### src/hdl/tlpw_pkg.sv
// Shared types and constants for the two-level page walk access unit.
`timescale 1ns / 1ps
package tlpw_pkg;
	localparam logic [1:0] ST_OK      = 2'd0;
	localparam logic [1:0] ST_NO_DIR  = 2'd1;
	localparam logic [1:0] ST_NO_TBL  = 2'd2;
	localparam logic [1:0] ST_RANGE   = 2'd3;
	localparam logic       OP_READ    = 1'b0;
	localparam logic       OP_WRITE   = 1'b1;
	localparam logic       CFG_PAGING = 1'b0;
	localparam logic       CFG_DIR    = 1'b1;

	// Classified request handed from front to back.
	typedef struct packed {
		logic        wr;
		logic [31:0] va;
		logic [2:0]  cnt;
		logic [31:0] wdata;
		logic        skip;
		logic        split;
		logic [2:0]  len0;
	} req_t;

	// Completed access.
	typedef struct packed {
		logic [31:0] rdata;
		logic [1:0]  status;
	} rsp_t;
endpackage

### src/hdl/tlpw_if.sv
// Valid/ready channel interfaces for requests, responses and configuration.
`timescale 1ns / 1ps
interface tlpw_req_if;
	logic        valid;
	logic        ready;
	logic        opcode;
	logic [31:0] virt_address;
	logic [2:0]  byte_count;
	logic [31:0] write_data;
	modport source (output valid, opcode, virt_address, byte_count, write_data, input ready);
	modport sink (input valid, opcode, virt_address, byte_count, write_data, output ready);
endinterface


### src/hdl/tlpw_front.sv
// Front end: takes requests, classifies page split and length, queues them.
`timescale 1ns / 1ps
module tlpw_front import tlpw_pkg::*; (
	input  logic      clk,
	input  logic      arst_n,
	input  logic      paging,
	tlpw_req_if.sink  req,
	output logic      q_valid,
	input  logic      q_pop,
	output req_t      q_head
);
	req_t       ent_q [2];
	logic       wp_q, rp_q;
	logic [1:0] cnt_q;
	req_t       cls;
	logic [2:0] n;
	logic [12:0] endo;
	logic        push;

	assign req.ready = (cnt_q != 2'd2);
	assign push      = req.valid && req.ready;
	assign q_valid   = (cnt_q != 2'd0);
	assign q_head    = ent_q[rp_q];

	// Saturate count, detect page crossing
	always_comb begin
		n    = (req.byte_count > 3'd4) ? 3'd4 : req.byte_count;
		endo = {1'b0, req.virt_address[11:0]} + {10'd0, n};
		cls.wr    = req.opcode;
		cls.va    = req.virt_address;
		cls.cnt   = n;
		cls.wdata = req.write_data;
		cls.skip  = (n == 3'd0);
		cls.split = paging && (endo > 13'd4096);
		cls.len0  = cls.split ? 3'(13'd4096 - {1'b0, req.virt_address[11:0]}) : n;
	end

	always_ff @(posedge clk) begin
		if (push)
			ent_q[wp_q] <= cls;
	end

	always_ff @(posedge clk or negedge arst_n) begin
		if (!arst_n) begin
			wp_q  <= 1'b0;
			rp_q  <= 1'b0;
			cnt_q <= 2'd0;
		end else begin
			if (push)
				wp_q <= ~wp_q;
			if (q_pop)
				rp_q <= ~rp_q;
			cnt_q <= cnt_q + {1'b0, push} - {1'b0, q_pop};
		end
	end

	a_no_overflow: assert property (@(posedge clk) disable iff (!arst_n)
		cnt_q == 2'd2 |-> !push) else $error("queue overflow");
	a_no_underflow: assert property (@(posedge clk) disable iff (!arst_n)
		q_pop |-> cnt_q != 2'd0) else $error("queue underflow");
	a_len: assert property (@(posedge clk) disable iff (!arst_n)
		push |-> cls.len0 <= cls.cnt) else $error("bad split length");
endmodule

### src/flat_wrapper.sv
// flat-port wrapper written by rule: the top's interface ports become plain ports
module tlpw_front_flat import tlpw_pkg::*;
  (clk, arst_n, paging, q_valid, q_pop, q_head, req_valid, req_opcode, req_virt_address, req_byte_count, req_write_data, req_ready);
  tlpw_req_if req_i ();
  input  logic clk;
  input  logic arst_n;
  input  logic paging;
  output logic q_valid;
  input  logic q_pop;
  output req_t q_head;
  input wire logic [$bits(req_i.valid)-1:0] req_valid;
  input wire logic [$bits(req_i.opcode)-1:0] req_opcode;
  input wire logic [$bits(req_i.virt_address)-1:0] req_virt_address;
  input wire logic [$bits(req_i.byte_count)-1:0] req_byte_count;
  input wire logic [$bits(req_i.write_data)-1:0] req_write_data;
  output wire logic [$bits(req_i.ready)-1:0] req_ready;
  assign req_i.valid = req_valid;
  assign req_i.opcode = req_opcode;
  assign req_i.virt_address = req_virt_address;
  assign req_i.byte_count = req_byte_count;
  assign req_i.write_data = req_write_data;
  assign req_ready = req_i.ready;
  tlpw_front u_core (.clk(clk), .arst_n(arst_n), .paging(paging), .req(req_i), .q_valid(q_valid), .q_pop(q_pop), .q_head(q_head));
endmodule
### config.mk
export PLATFORM = sky130hd
export DESIGN_NAME = tlpw_front_flat
export DESIGN_NICKNAME = d
export VERILOG_FILES = /design/src/hdl/tlpw_pkg.sv /design/src/hdl/tlpw_if.sv /design/src/hdl/tlpw_front.sv /design/src/flat_wrapper.sv
export SDC_FILE = /design/constraint.sdc
export NUM_CORES = 1
export LEC_CHECK = 0
export BUFFER_PORTS_ARGS = -buffer_cell sky130_fd_sc_hd__clkbuf_2
export CAP_MARGIN = 5
export CORE_ASPECT_RATIO = 1.75
export CORE_UTILIZATION = 45
export DETAILED_ROUTE_END_ITERATION = 12
export GPL_ROUTABILITY_DRIVEN = 0
export PLACE_DENSITY_LB_ADDON = 0.3
export RECOVER_POWER = 100
export SKIP_LAST_GASP = 1
export SLEW_MARGIN = 15
export SYNTH_ARGS = -nofsm -noshare
export SYNTH_HDL_FRONTEND = slang
export SYNTH_SLANG_ARGS = --single-unit
### constraint.sdc
create_clock -name clk -period 7.8 [get_ports clk]
set_input_delay 0.78 -clock clk [delete_from_list [all_inputs] [get_ports clk]]
set_output_delay 0.78 -clock clk [all_outputs]
set_load 0.05 [all_outputs]
==> metrics.log, run 1 <==
[metrics] P&R area growth vs syn: 23.5%
[metrics] clock tree from TritonCTS: built
[metrics] result of the run: finished, violations left
[metrics] Total Nets Final: 512
[metrics] Post-CTS Setup Bufs: 0
[metrics] antenna diode instance count: 0
[metrics] mean area per synthesized cell: 20.8 sq um
[metrics] TritonCTS buffer count: 17
[metrics] HPWL after detailed placement: 6.89 mm
[metrics] fraction of layout instances using a drive strength above 1: 28.3%
[metrics] top-count cell post-synth: sky130_fd_sc_hd__edfxtp_1
[metrics] maximum clock frequency: 207 MHz
[metrics] crit end category: flop
[metrics] post-synthesis mux area share: 15.2%
[metrics] class of the tightest hold or removal check: primary input to asynchronous set/reset pin
[metrics] x dimension of the die: 87.1 um
[metrics] total DRC errors in the routed layout: 0
[metrics] Hold Violations, Final: 0
[metrics] met3 wire length: 473 um
[metrics] violations in the final reports: max-capacitance violations, max-slew violations
[metrics] cell at the root of the clock tree: sky130_fd_sc_hd__clkbuf_16
[metrics] post-synth top area share: 77.0%
[metrics] critical path startpoint category: flop
[metrics] highest metal layer with signal wires: met4
[metrics] number of distinct standard cells referenced by the synthesized netlist: 24
[metrics] hold-fix buffers at CTS: 0
[metrics] Synth Area in Simple Gates: 1.27%
[metrics] sinks on the clock net: 150
[metrics] count of final max-slew check failures: 225
[metrics] Syn Nets: 354
[metrics] final number of setup-violating endpoints: 0
[metrics] reported max-cap violation count: 4
[metrics] worst skew pair latency: 0.41 ns
[metrics] startpoint of the worst setup timing path: u_core.cnt_q[0]$_DFF_PN0_
[metrics] wire length of the first global-routing pass: 15.7 mm
[metrics] die area: 13,100 sq um
[metrics] part of the cycle the worst path needs: 62.1%
[metrics] relative slew slack: -133%
[metrics] signal arrival time at the worst endpoint: 4.81 ns
[metrics] minimum setup slack after placement: 4.65 ns
[metrics] vias in the first global route: 3,228
[metrics] maximum number of pins on one net before global-route repair: 75
[metrics] WL per Instance: 17.4 um
[metrics] register bit count reported by yosys: 150
[metrics] antenna violations before repair: 0
[metrics] final core utilization: 56.6%
[metrics] total negative slack for setup checks: 0 ns
[metrics] shortest period the worst path allows: 4.84 ns
[metrics] average via count per standard cell: 4.92
[metrics] non-filler cells in the finished layout: 613
[metrics] cell types with the largest area share after synthesis: sky130_fd_sc_hd__edfxtp_1 77%, sky130_fd_sc_hd__mux2_2 14%, sky130_fd_sc_hd__dfrtp_1 1.8%
[metrics] Vert. Die Dim: 151 um
[metrics] PwrDens: 461 nW/um^2
[metrics] critical path peak fanout: 44
[metrics] via total after detailed routing: 3,015
[metrics] largest vdd supply drop: 221 uV
[metrics] iteration-0 DRC count of the detailed router: 147
[metrics] clock buffer depth: 2
[metrics] post-synthesis share of cell area spent on xor and xnor gates: 1.08%
[metrics] Data required, critical path: 7.77 ns
[metrics] Post-synth ARST share: 2.67%
[metrics] main combinational cell family by area after synthesis: multiplexers
[metrics] amount of wire on met2 after detailed routing: 6.20 mm
[metrics] critical register-to-register path startpoint: u_core.cnt_q[0]$_DFF_PN0_
[metrics] number of cells produced by synthesis: 274
[metrics] instance count after placement with tap cells included: 581
[metrics] Detailed Route WL: 10.7 mm
[metrics] most used flip-flop cell after synthesis: sky130_fd_sc_hd__edfxtp_1
[metrics] area of the mapped netlist: 5700 sq um
[metrics] GRT Resource Usage Total: 16.6%
[metrics] met1 routed wirelength after detailed routing: 3.65 mm
[metrics] area share of fa/ha/maj cells after synthesis: 1.67%
[metrics] static leakage power: 2.38 nW
[metrics] first drt pass iteration count: 4
[metrics] setup slack of the critical path after layout: 2.96 ns
[metrics] yosys warns: 0
[metrics] FP Rows: 54
[metrics] final worst clock skew: 0.00946 ns
[metrics] dominant cell type by area after synthesis: sky130_fd_sc_hd__edfxtp_1
[metrics] hold_ws: 0.195 ns
[metrics] ANT nets after route: 0
[metrics] number of enable flip-flop cells after synthesis: 146
[metrics] critical path class: flop to flop
[metrics] leading cell types by count after synthesis: 146 x sky130_fd_sc_hd__edfxtp_1, 73 x sky130_fd_sc_hd__mux2_2, 6 x sky130_fd_sc_hd__buf_2, 6 x sky130_fd_sc_hd__ha_1, 6 x sky130_fd_sc_hd__inv_1
[metrics] total number of H-tree levels: 4
[metrics] Reg clk slew, reported paths: 0.06 ns
[metrics] Initial Utilization: 45.8%
[metrics] remaining global-route overflow: 0
[metrics] post-synthesis sequential area ratio: 78.7%
[metrics] Resized Gates After CTS: 0
[metrics] RSZ-0062 raised after global routing: false
[metrics] share of the synthesized area in compound gates (AO/OA/AOI/OAI): 0.922%
[metrics] number of buffer cells added on primary ports: 147
[metrics] slew at the pin closest to its max-slew limit: 3.49 ns
[metrics] Core Area: 12,400 sq um
[metrics] boundary pin count: 148
-- path summary, 6_finish.rpt --
| path | end | slack, ns | depth (start not counted) |
|---|---|---|---|
| max in group asynchronous | u_core.cnt_q[1]$_DFF_PN0_ | 7.41 | 1 |
| max | u_core.ent_q[0][17]$_DFFE_PP_ | 2.96 | 5 |
| min in group clk | u_core.wp_q$_DFFE_PN0P_ | 0.49 | 1 |
| max reg2reg | u_core.ent_q[0][17]$_DFFE_PP_ | 2.96 | 5 |
| min reg2reg | u_core.wp_q$_DFFE_PN0P_ | 0.49 | 1 |
| min | u_core.rp_q$_DFFE_PN0P_ | 0.20 | 1 |
-- stage by stage --
| step | cell area [sq um] | power [W] |
|---|---|---|
| final | 7030 | 0.00324 |
| after detailed placement | 6630 | 0.00247 |
| after global placement | 6630 | 0.00245 |
| after global routing | 7030 | 0.00337 |
| after floorplan | 5700 | 0.00219 |
| after CTS | 7230 | 0.00330 |
-- routing by layer --
metal	GRT usage (%)	up-vias
li1	-	1399
met1	15.2	1503
met2	31.8	89
met3	4.85	24
met4	9.17	0
met5	0	-
-- cell usage in the layout, fill, tap and decap left out --
master	netlist	routed
sky130_fd_sc_hd__edfxtp_1	146	146
sky130_fd_sc_hd__clkbuf_1	3	128
sky130_fd_sc_hd__mux2_2	73	71
sky130_fd_sc_hd__clkbuf_2	0	22
sky130_fd_sc_hd__clkbuf_16	0	17
sky130_fd_sc_hd__inv_1	6	6
sky130_fd_sc_hd__ha_1	6	6
sky130_fd_sc_hd__xnor2_1	5	5
sky130_fd_sc_hd__nand2_1	4	4
sky130_fd_sc_hd__mux2_1	0	4
sky130_fd_sc_hd__dfrtp_1	4	4
sky130_fd_sc_hd__clkinvlp_4	0	3
sky130_fd_sc_hd__bufinv_16	0	3
sky130_fd_sc_hd__nor2b_1	2	2
sky130_fd_sc_hd__a21oi_1	2	2
sky130_fd_sc_hd__xor2_1	2	2
sky130_fd_sc_hd__nand4_1	2	2
sky130_fd_sc_hd__clkinv_2	0	2
sky130_fd_sc_hd__clkbuf_8	0	2
sky130_fd_sc_hd__inv_6	0	2
sky130_fd_sc_hd__o2bb2ai_1	1	1
sky130_fd_sc_hd__o21ai_0	1	1
sky130_fd_sc_hd__a211oi_1	1	1
sky130_fd_sc_hd__or4_2	0	1
sky130_fd_sc_hd__a31oi_1	0	1
sky130_fd_sc_hd__mux2_4	3	1
sky130_fd_sc_hd__or2_2	1	1
sky130_fd_sc_hd__and3_1	1	1
sky130_fd_sc_hd__nor3_1	1	1
sky130_fd_sc_hd__nor2_1	1	1
sky130_fd_sc_hd__fa_1	1	1
sky130_fd_sc_hd__clkinv_4	0	1
-- logic make-up after synthesis --
logic type | Yosys count
xor+xnor | 7
buf+inv | 15
fa+ha+maj | 7
simple gates | 13
mux | 76
flops | 150
compound gates | 6
-- power breakdown --
group	total (W)	internal (W)	switching, W
registers	0.00124	0.00112	0.000116
logic	0.00118	0.000303	0.000880
clock network	0.000825	0.000522	0.000304
total	0.00324	0.00194	0.00130
-- worst max-delay path, cell delays in order (launching register included) --
cell and delay, ns:
sky130_fd_sc_hd__dfrtp_1 0.34, sky130_fd_sc_hd__inv_1 0.06, sky130_fd_sc_hd__nand2_1 0.09, sky130_fd_sc_hd__nand2_1 0.10
sky130_fd_sc_hd__nor2_1 1.86, sky130_fd_sc_hd__clkbuf_1 1.91
-- state kept, by name, indices dropped and copies added, names as in the netlist --
| signal | count |
|---|---|
| u_core.rp_q | 1 |
| u_core.wp_q | 1 |
| u_core.ent_q | 146 |
| u_core.cnt_q | 2 |
-- cell type report --
class,instances,area (sq um)
clock buffer,21,460
clock inverter,11,149
fill,1081,5400
inverter,6,22.5
multi-input combinational,109,1120
sequential,150,4480
tap,168,210
timing repair buffer,148,583
Note: power is estimated with default switching activity, not from simulation.
==> run 2: changes to the inputs <==
- ABC_AREA: not set -> 1
- clock period: 7.8 -> 4.98 ns (I/O delays scaled with it)
==> metrics.log, run 2 <==
[metrics] result of the run: finished, violations left (unchanged)
[metrics] violations in the final reports: max-capacitance violations, max-slew violations (unchanged)
[metrics] cell type with the highest occurrence count on the critical path: sky130_fd_sc_hd__nand2_1 (unchanged)
[metrics] remaining global-route overflow: 0 (unchanged)
[metrics] boundary pin count: 148 (unchanged)
[metrics] startpoint of the worst setup timing path: u_core.cnt_q[1]$_DFF_PN0_ (was u_core.cnt_q[0]$_DFF_PN0_)
[metrics] fillers: 1,126 (was 1,081)
[metrics] die area: 13,800 sq um (was 13,100 sq um)
[metrics] met3 wire length: 528 um (was 473 um)
[metrics] average via count per standard cell: 4.95 (was 4.92)
[metrics] maximum number of pins on one net before global-route repair: 75 (unchanged)
[metrics] Total Nets Final: 593 (was 512)
[metrics] clock buffer depth: 2 (unchanged)
[metrics] WL per Instance: 16.3 um (was 17.4 um)
[metrics] cell types with the largest area share after synthesis: sky130_fd_sc_hd__edfxtp_1 73%, sky130_fd_sc_hd__mux2_2 14%, sky130_fd_sc_hd__nand2_1 2.3% (was sky130_fd_sc_hd__edfxtp_1 77%, sky130_fd_sc_hd__mux2_2 14%, sky130_fd_sc_hd__dfrtp_1 1.8%)
[metrics] TritonCTS buffer count: 17 (unchanged)
[metrics] static leakage power: 2.59 nW (was 2.38 nW)
[metrics] top-count cell post-synth: sky130_fd_sc_hd__edfxtp_1 (unchanged)
[metrics] number of cells on the worst reg-to-reg path: 4 (was 5)
[metrics] Reg clk slew, reported paths: 0.07 ns (was 0.06 ns)
[metrics] origin of the worst min-delay path: req_write_data[17]
[metrics] clock tree from TritonCTS: built (unchanged)
[metrics] wire length of the first global-routing pass: 17.2 mm (was 15.7 mm)
[metrics] maximum clock frequency: 284 MHz (was 207 MHz)
[metrics] worst skew pair latency: 0.42 ns (was 0.41 ns)
[metrics] number of distinct standard cells referenced by the synthesized netlist: 24 (unchanged)
[metrics] antenna violations before repair: 0 (unchanged)
[metrics] number of buffer cells added on primary ports: 147 (unchanged)
[metrics] most used flip-flop cell after synthesis: sky130_fd_sc_hd__edfxtp_1 (unchanged)
[metrics] vias in the first global route: 3,562 (was 3,228)
[metrics] relative slew slack: -29.5% (was -133%)
[metrics] highest metal layer with signal wires: met4 (unchanged)
[metrics] Vert. Die Dim: 154 um (was 151 um)
[metrics] crit end category: flop (unchanged)
[metrics] class of the tightest hold or removal check: primary input to flop (was primary input to asynchronous set/reset pin)
[metrics] count of final max-slew check failures: 64 (was 225)
[metrics] Post-Place Cell Area: 6930 sq um (was 6630 sq um)
[metrics] Slowest cell on crit path: sky130_fd_sc_hd__clkbuf_1 (unchanged)
[metrics] total number of H-tree levels: 4 (unchanged)
[metrics] part of the cycle the worst path needs: 70.7% (was 62.1%)
[metrics] Initial Utilization: 46.2% (was 45.8%)
[metrics] capturing point of the worst reg2reg path: u_core.ent_q[1][5]$_DFFE_PP_ (was u_core.ent_q[0][17]$_DFFE_PP_)
[metrics] shortest period the worst path allows: 3.52 ns (was 4.84 ns)
[metrics] RSZ-0062 raised after global routing: false (unchanged)
[metrics] Syn Nets: 430 (was 354)
[metrics] cell at the root of the clock tree: sky130_fd_sc_hd__clkbuf_16 (unchanged)
[metrics] via total after detailed routing: 3,446 (was 3,015)
[metrics] final non-filler cell area: 7320 sq um (was 7030 sq um)
[metrics] fraction of layout instances using a drive strength above 1: 26.3% (was 28.3%)
[metrics] critical path startpoint category: flop (unchanged)
[metrics] delay of the slowest cell on the worst path: 1.47 ns (was 1.91 ns)
[metrics] number of cells produced by synthesis: 350 (was 274)
[metrics] first drt pass iteration count: 4 (unchanged)
[metrics] area of the multi-input gates: 1370 sq um (was 1120 sq um)
[metrics] Hold Violations, Final: 0 (unchanged)
[metrics] number of enable flip-flop cells after synthesis: 146 (unchanged)
[metrics] post-synth top area share: 73.4% (was 77.0%)
[metrics] reported max-cap violation count: 2 (was 4)
[metrics] slew at the pin closest to its max-slew limit: 1.94 ns (was 3.49 ns)
[metrics] area of the mapped netlist: 5970 sq um (was 5700 sq um)
[metrics] x dimension of the die: 89.1 um (was 87.1 um)
[metrics] total DRC errors in the routed layout: 0 (unchanged)
[metrics] Resized Gates After CTS: 0 (unchanged)
[metrics] most common cell after layout, fill and taps aside: sky130_fd_sc_hd__edfxtp_1 (unchanged)
[metrics] setup slack on the worst flop-to-flop path: 1.46 ns (was 2.96 ns)
[metrics] Data required, critical path: 4.98 ns (was 7.77 ns)
[metrics] signal arrival time at the worst endpoint: 3.52 ns (was 4.81 ns)
[metrics] dominant cell type by area after synthesis: sky130_fd_sc_hd__edfxtp_1 (unchanged)
[metrics] register bit count reported by yosys: 150 (unchanged)
[metrics] critical path peak fanout: 33 (was 44)
[metrics] final number of setup-violating endpoints: 0 (unchanged)
[metrics] highest-count cells in the layout ignoring fill and taps: 146 x sky130_fd_sc_hd__edfxtp_1, 129 x sky130_fd_sc_hd__clkbuf_1, 73 x sky130_fd_sc_hd__mux2_2 (was 146 x sky130_fd_sc_hd__edfxtp_1, 128 x sky130_fd_sc_hd__clkbuf_1, 71 x sky130_fd_sc_hd__mux2_2)
[metrics] critical register-to-register path startpoint: u_core.cnt_q[1]$_DFF_PN0_ (was u_core.cnt_q[0]$_DFF_PN0_)
[metrics] amount of wire on met2 after detailed routing: 6.72 mm (was 6.20 mm)
[metrics] mean area per synthesized cell: 17.1 sq um (was 20.8 sq um)
[metrics] Largest regs: u_core.ent_q: 146 flops, u_core.cnt_q: 2 flops (unchanged)
[metrics] HPWL after detailed placement: 7.75 mm (was 6.89 mm)
[metrics] leading cell types by count after synthesis: 146 x sky130_fd_sc_hd__edfxtp_1, 73 x sky130_fd_sc_hd__mux2_2, 37 x sky130_fd_sc_hd__nand2_1, 20 x sky130_fd_sc_hd__inv_1, 15 x sky130_fd_sc_hd__nor2_1 (was 146 x sky130_fd_sc_hd__edfxtp_1, 73 x sky130_fd_sc_hd__mux2_2, 6 x sky130_fd_sc_hd__buf_2, 6 x sky130_fd_sc_hd__ha_1, 6 x sky130_fd_sc_hd__inv_1)
[metrics] register ranked first by flip-flop count: u_core.ent_q (unchanged)
[metrics] iteration-0 DRC count of the detailed router: 154 (was 147)
[metrics] met1 routed wirelength after detailed routing: 3.71 mm (was 3.65 mm)
[metrics] post-synthesis sequential area ratio: 75.1% (was 78.7%)
[metrics] Post-synth ARST share: 2.67% (unchanged)
[metrics] PwrDens: 678 nW/um^2 (was 461 nW/um^2)
[metrics] largest vdd supply drop: 298 uV (was 221 uV)
[metrics] Detailed Route WL: 11.3 mm (was 10.7 mm)
[metrics] ANT nets after route: 0 (unchanged)
[metrics] sinks on the clock net: 150 (unchanged)
[metrics] FP Rows: 55 (was 54)
[metrics] Core Area: 12,900 sq um (was 12,400 sq um)
[metrics] total negative slack for setup checks: 0 ns (unchanged)
[metrics] critical path class: flop to flop (unchanged)
[metrics] area taken by flip-flops and latches: 4490 sq um (was 4480 sq um)
[metrics] flip-flop count of the largest register after layout: 146 (unchanged)
[metrics] critical path cell sequence: nand2_1 > nand2_1 > nor2_1 > clkbuf_1 (was inv_1 > nand2_1 > nand2_1 > nor2_1 > clkbuf_1)
[metrics] P&R area growth vs syn: 22.5% (was 23.5%)
[metrics] final worst clock skew: 0.00877 ns (was 0.00946 ns)
[metrics] CP endpoint: u_core.ent_q[1][5]$_DFFE_PP_ (was u_core.ent_q[0][17]$_DFFE_PP_)
[metrics] yosys warns: 0 (unchanged)
[metrics] antenna diode instance count: 0 (unchanged)
[metrics] GRT Resource Usage Total: 17.4% (was 16.6%)
[run 2: logic make-up (layout without fill, tap and decap cells)]
group | count (synthesis) | after routing | synth area share (%)
mux | 73 | 73 | 13.8
compound gates | 4 | 4 | 0.335
fa+ha+maj | 7 | 7 | 1.59
flops | 150 | 150 | 75.1
xor+xnor | 4 | 4 | 0.586
simple gates | 83 | 83 | 6.72
buf+inv | 29 | 204 | 1.95
[run 2: cell type report]
| class | count | area share, % |
|---|---|---|
| inverter | 20 | 1.03 |
| timing repair buffer | 153 | 8.31 |
| sequential | 150 | 61.3 |
| clock inverter | 14 | 1.90 |
| clock buffer | 17 | 5.81 |
| multi-input combinational | 171 | 18.7 |
| tap | 171 | 2.92 |
[run 2: how the worst min path moves through the flow]
stage                                               end  slack [ns]  cells past startpoint
after floorplan               u_core.cnt_q[0]$_DFF_PN0_        0.20                      0
after global placement        u_core.cnt_q[1]$_DFF_PN0_        0.31                      1
after detailed placement      u_core.cnt_q[1]$_DFF_PN0_        0.31                      1
after CTS                 u_core.ent_q[0][22]$_DFFE_PP_        0.25                      1
after global routing      u_core.ent_q[0][52]$_DFFE_PP_        0.25                      1
final                     u_core.ent_q[0][22]$_DFFE_PP_        0.27                      1
[run 2: repair_timing]
item | in CTS | in global routing
hold buffers | 1 | 0
endpoints found under the hold margin | 4 | 0
setup buffers | 0 | 0
[run 2: layer usage]
metal | vias to the layer above | global-route usage (%)
met1 | 1688 | 15.7
met5 | - | 0
met3 | 27 | 4.43
met4 | 0 | 9.52
li1 | 1624 | -
met2 | 107 | 33.3
[run 2: per-stage QoR]
| stage | setup WS [ns] | instances | hold WS (ns) | total power (W) | util [%] |
|---|---|---|---|---|---|
| after detailed placement | 2.18 | 663 | 0.312 | 0.00388 | 53.6 |
| after global placement | 2.22 | 663 | 0.307 | 0.00384 | 53.6 |
| after CTS | 2.21 | 695 | 0.246 | 0.00511 | 58.0 |
| after global routing | 1.08 | 696 | 0.249 | 0.00517 | 56.5 |
| after floorplan | 0.463 | 350 | 0.202 | 0.00344 | - |
| final | 1.46 | 696 | 0.268 | 0.00496 | 56.5 |
[run 2: critical path: cells and delay by family (launching register included)]
kind	cells	cell delay (ns)
buf+inv	1	1.47
simple gates	3	1.23
flops	1	0.40
[run 2: power by group]
group | internal (W) | total (W) | switching, W | leakage (nW)
registers | 0.00173 | 0.00191 | 0.000180 | 1.40
clock network | 0.000699 | 0.00122 | 0.000517 | 0.275
logic | 0.000441 | 0.00183 | 0.00139 | 0.907
total | 0.00287 | 0.00496 | 0.00208 | 2.59
==> run 3: changes to the inputs <==
- ABC_AREA: 1 -> 0
- clock period: 4.98 -> 3.1 ns (I/O delays scaled with it)
==> metrics.log, run 3 (synthesized netlist as in run 1, its figures left out) <==
[metrics] result of the run: finished, violations left (unchanged)
[metrics] violations in the final reports: max-capacitance violations, max-slew violations (unchanged)
[metrics] delay of the slowest cell on the worst path: 0.51 ns (was 1.47 ns)
[metrics] startpoint of the worst setup timing path: req_byte_count[2] (was u_core.cnt_q[1]$_DFF_PN0_)
[metrics] reported max-cap violation count: 1 (was 2)
[metrics] boundary pin count: 148 (unchanged)
[metrics] most common cell after layout, fill and taps aside: sky130_fd_sc_hd__edfxtp_1 (unchanged)
[metrics] critical path cell sequence: clkbuf_1 > nor2b_1 > ha_1 > fa_1 > a21oi_1 > or4_4 > a31oi_1 > mux2_1 (was nand2_1 > nand2_1 > nor2_1 > clkbuf_1)
[metrics] x dimension of the die: 87.1 um (was 89.1 um)
[metrics] wire length of the first global-routing pass: 15.5 mm (was 17.2 mm)
[metrics] clock buffer depth: 2 (unchanged)
[metrics] FP Rows: 54 (was 55)
[metrics] antenna violations before repair: 0 (unchanged)
[metrics] HPWL after detailed placement: 6.89 mm (was 7.75 mm)
[metrics] remaining global-route overflow: 0 (unchanged)
[metrics] iteration-0 DRC count of the detailed router: 71 (was 154)
[metrics] final worst clock skew: 0.00970 ns (was 0.00877 ns)
[metrics] critical path peak fanout: 7 (was 33)
[metrics] class of the tightest hold or removal check: primary input to flop (unchanged)
[metrics] maximum number of pins on one net before global-route repair: 74 (was 75)
[metrics] average via count per standard cell: 4.89 (was 4.95)
[metrics] final core utilization: 56.5% (about the same)
[metrics] number of cells on the worst reg-to-reg path: 3 (was 4)
[metrics] Largest regs: u_core.ent_q: 146 flops, u_core.cnt_q: 2 flops (unchanged)
[metrics] count of final max-slew check failures: 74 (was 64)
[metrics] critical path startpoint category: primary input (was flop)
[metrics] crit end category: flop (unchanged)
[metrics] setup slack on the worst flop-to-flop path: 0.77 ns (was 1.46 ns)
[metrics] sinks on the clock net: 150 (unchanged)
[metrics] RSZ-0062 raised after global routing: false (unchanged)
[metrics] Detailed Route WL: 10.4 mm (was 11.3 mm)
[metrics] WHS Path Cells: 1 (unchanged)
[metrics] maximum clock frequency: 390 MHz
[metrics] fraction of layout instances using a drive strength above 1: 30.2% (was 26.3%)
[metrics] worst hold path endpoint: u_core.ent_q[1][31]$_DFFE_PP_ (was u_core.ent_q[0][22]$_DFFE_PP_)
[metrics] Hold Violations, Final: 0 (unchanged)
[metrics] number of buffer cells added on primary ports: 147 (unchanged)
[metrics] via total after detailed routing: 3,009 (was 3,446)
[metrics] register ranked first by flip-flop count: u_core.ent_q (unchanged)
[metrics] slew at the pin closest to its max-slew limit: 1.76 ns (was 1.94 ns)
[metrics] highest-count cells in the layout ignoring fill and taps: 146 x sky130_fd_sc_hd__edfxtp_1, 123 x sky130_fd_sc_hd__clkbuf_1, 73 x sky130_fd_sc_hd__mux2_2 (was 146 x sky130_fd_sc_hd__edfxtp_1, 129 x sky130_fd_sc_hd__clkbuf_1, 73 x sky130_fd_sc_hd__mux2_2)
[metrics] worst skew pair latency: 0.41 ns (was 0.42 ns)
[metrics] relative slew slack: -17.7% (was -29.5%)
[metrics] total number of H-tree levels: 4 (unchanged)
[metrics] vias in the first global route: 3,127 (was 3,562)
[metrics] Slowest cell on crit path: sky130_fd_sc_hd__or4_4 (was sky130_fd_sc_hd__clkbuf_1)
[metrics] ANT nets after route: 0 (unchanged)
[metrics] final number of setup-violating endpoints: 0 (unchanged)
[metrics] static leakage power: 2.37 nW (was 2.59 nW)
[metrics] flip-flop count of the largest register after layout: 146 (unchanged)
[metrics] total negative slack for setup checks: 0 ns (unchanged)
[metrics] signal arrival time at the worst endpoint: 2.71 ns (was 3.52 ns)
[metrics] TritonCTS buffer count: 17 (unchanged)
[metrics] Core Area: 12,400 sq um (was 12,900 sq um)
[metrics] part of the cycle the worst path needs: 82.7%
[metrics] Data required, critical path: 3.24 ns (was 4.98 ns)
[metrics] cell at the root of the clock tree: sky130_fd_sc_hd__clkbuf_16 (unchanged)
[metrics] antenna diode instance count: 0 (unchanged)
[metrics] GRT Resource Usage Total: 16.5% (was 17.4%)
[metrics] shortest period the worst path allows: 2.56 ns
[metrics] clock tree from TritonCTS: built (unchanged)
[metrics] PwrDens: 1120 nW/um^2 (was 678 nW/um^2)
[metrics] first drt pass iteration count: 4 (unchanged)
[metrics] Post-CTS Setup Bufs: 0 (unchanged)
[metrics] capturing point of the worst reg2reg path: u_core.ent_q[1][22]$_DFFE_PP_ (was u_core.ent_q[1][5]$_DFFE_PP_)
[metrics] Reg clk slew, reported paths: 0.06 ns (was 0.07 ns)
[metrics] critical register-to-register path startpoint: u_core.cnt_q[0]$_DFF_PN0_ (was u_core.cnt_q[1]$_DFF_PN0_)
[metrics] critical path class: primary input to flop (was flop to flop)
[metrics] hold-fix buffers at CTS: 1 (unchanged)
[metrics] Initial Utilization: 45.8% (was 46.2%)
[metrics] largest vdd supply drop: 551 uV (was 298 uV)
[metrics] Vert. Die Dim: 151 um (was 154 um)
[metrics] WL per Instance: 17.0 um (was 16.3 um)
[metrics] Resized Gates After CTS: 0 (unchanged)
[metrics] origin of the worst min-delay path: req_write_data[26] (was req_write_data[17])
[metrics] total DRC errors in the routed layout: 0 (unchanged)
[metrics] P&R area growth vs syn: 23.2% (was 22.5%)
[metrics] Total Nets Final: 514 (was 593)
[metrics] die area: 13,100 sq um (was 13,800 sq um)
-- run 3: cell count changes in the layout (fill, tap and decap cells not counted), moves of 3 or more --
cell / previous run / this run
sky130_fd_sc_hd__clkbuf_1: 129 / 123
sky130_fd_sc_hd__clkinv_4: 1 / 5
sky130_fd_sc_hd__inv_1: 20 / 6
sky130_fd_sc_hd__mux2_1: 0 / 3
sky130_fd_sc_hd__nand2_1: 38 / 4
sky130_fd_sc_hd__nand3_1: 14 / 0
sky130_fd_sc_hd__nand3b_1: 3 / 0
sky130_fd_sc_hd__nor2_1: 15 / 0
sky130_fd_sc_hd__nor2_2: 3 / 0
-- run 3: worst max-delay path: cells and delay by family --
| family | cells | cell delay (ns) |
|---|---|---|
| buf+inv | 1 | 0.15 |
| fa+ha+maj | 2 | 0.50 |
| simple gates | 2 | 0.79 |
| compound gates | 2 | 0.56 |
| mux | 1 | 0.41 |
-- run 3: area by class of cell --
class	instances	area (sq um)
multi-input combinational	109	1130
timing repair buffer	150	619
sequential	150	4490
clock buffer	17	425
tap	168	210
inverter	6	22.5
fill	1117	5410
clock inverter	15	121
-- run 3: where the power goes --
part	internal [W]	switching, W
Clock	0.00104	0.000816
Combinational	0.000723	0.00233
Sequential	0.00280	0.000179
Total	0.00456	0.00332
-- run 3: stage by stage --
step | instance area (sq um) | std cells | total power, W | hold WS (ns) | worst slack [ns]
4_1_cts | 7210 | 615 | 0.00813 | 0.0690 | 0.648
3_3_place_gp | 6660 | 582 | 0.00620 | 0.118 | 0.484
5_1_grt | 7020 | 615 | 0.00821 | 0.0696 | 0.425
2_1_floorplan | 5700 | 274 | 0.00551 | 0.0144 | 0.0557
6_report | 7020 | 615 | 0.00788 | 0.0862 | 0.536
3_5_place_dp | 6660 | 582 | 0.00625 | 0.125 | 0.368
-- run 3: worst max-delay path by stage --
stage / cells after the start / slack [ns] / end
2_1_floorplan: 2 / 0.06 / u_core.ent_q[1][0]$_DFFE_PP_
3_3_place_gp: 8 / 0.48 / u_core.ent_q[0][0]$_DFFE_PP_
3_5_place_dp: 8 / 0.37 / u_core.ent_q[1][0]$_DFFE_PP_
4_1_cts: 3 / 0.65 / q_head[38]
5_1_grt: 8 / 0.42 / u_core.ent_q[0][2]$_DFFE_PP_
6_report: 8 / 0.54 / u_core.ent_q[0][2]$_DFFE_PP_
-- run 3: per-layer routing --
metal | track usage (%) | routed length [um]
met5 | 0 | 0
met4 | 9.17 | 285
met3 | 3.65 | 415
met2 | 31.7 | 6070
met1 | 15.8 | 3670
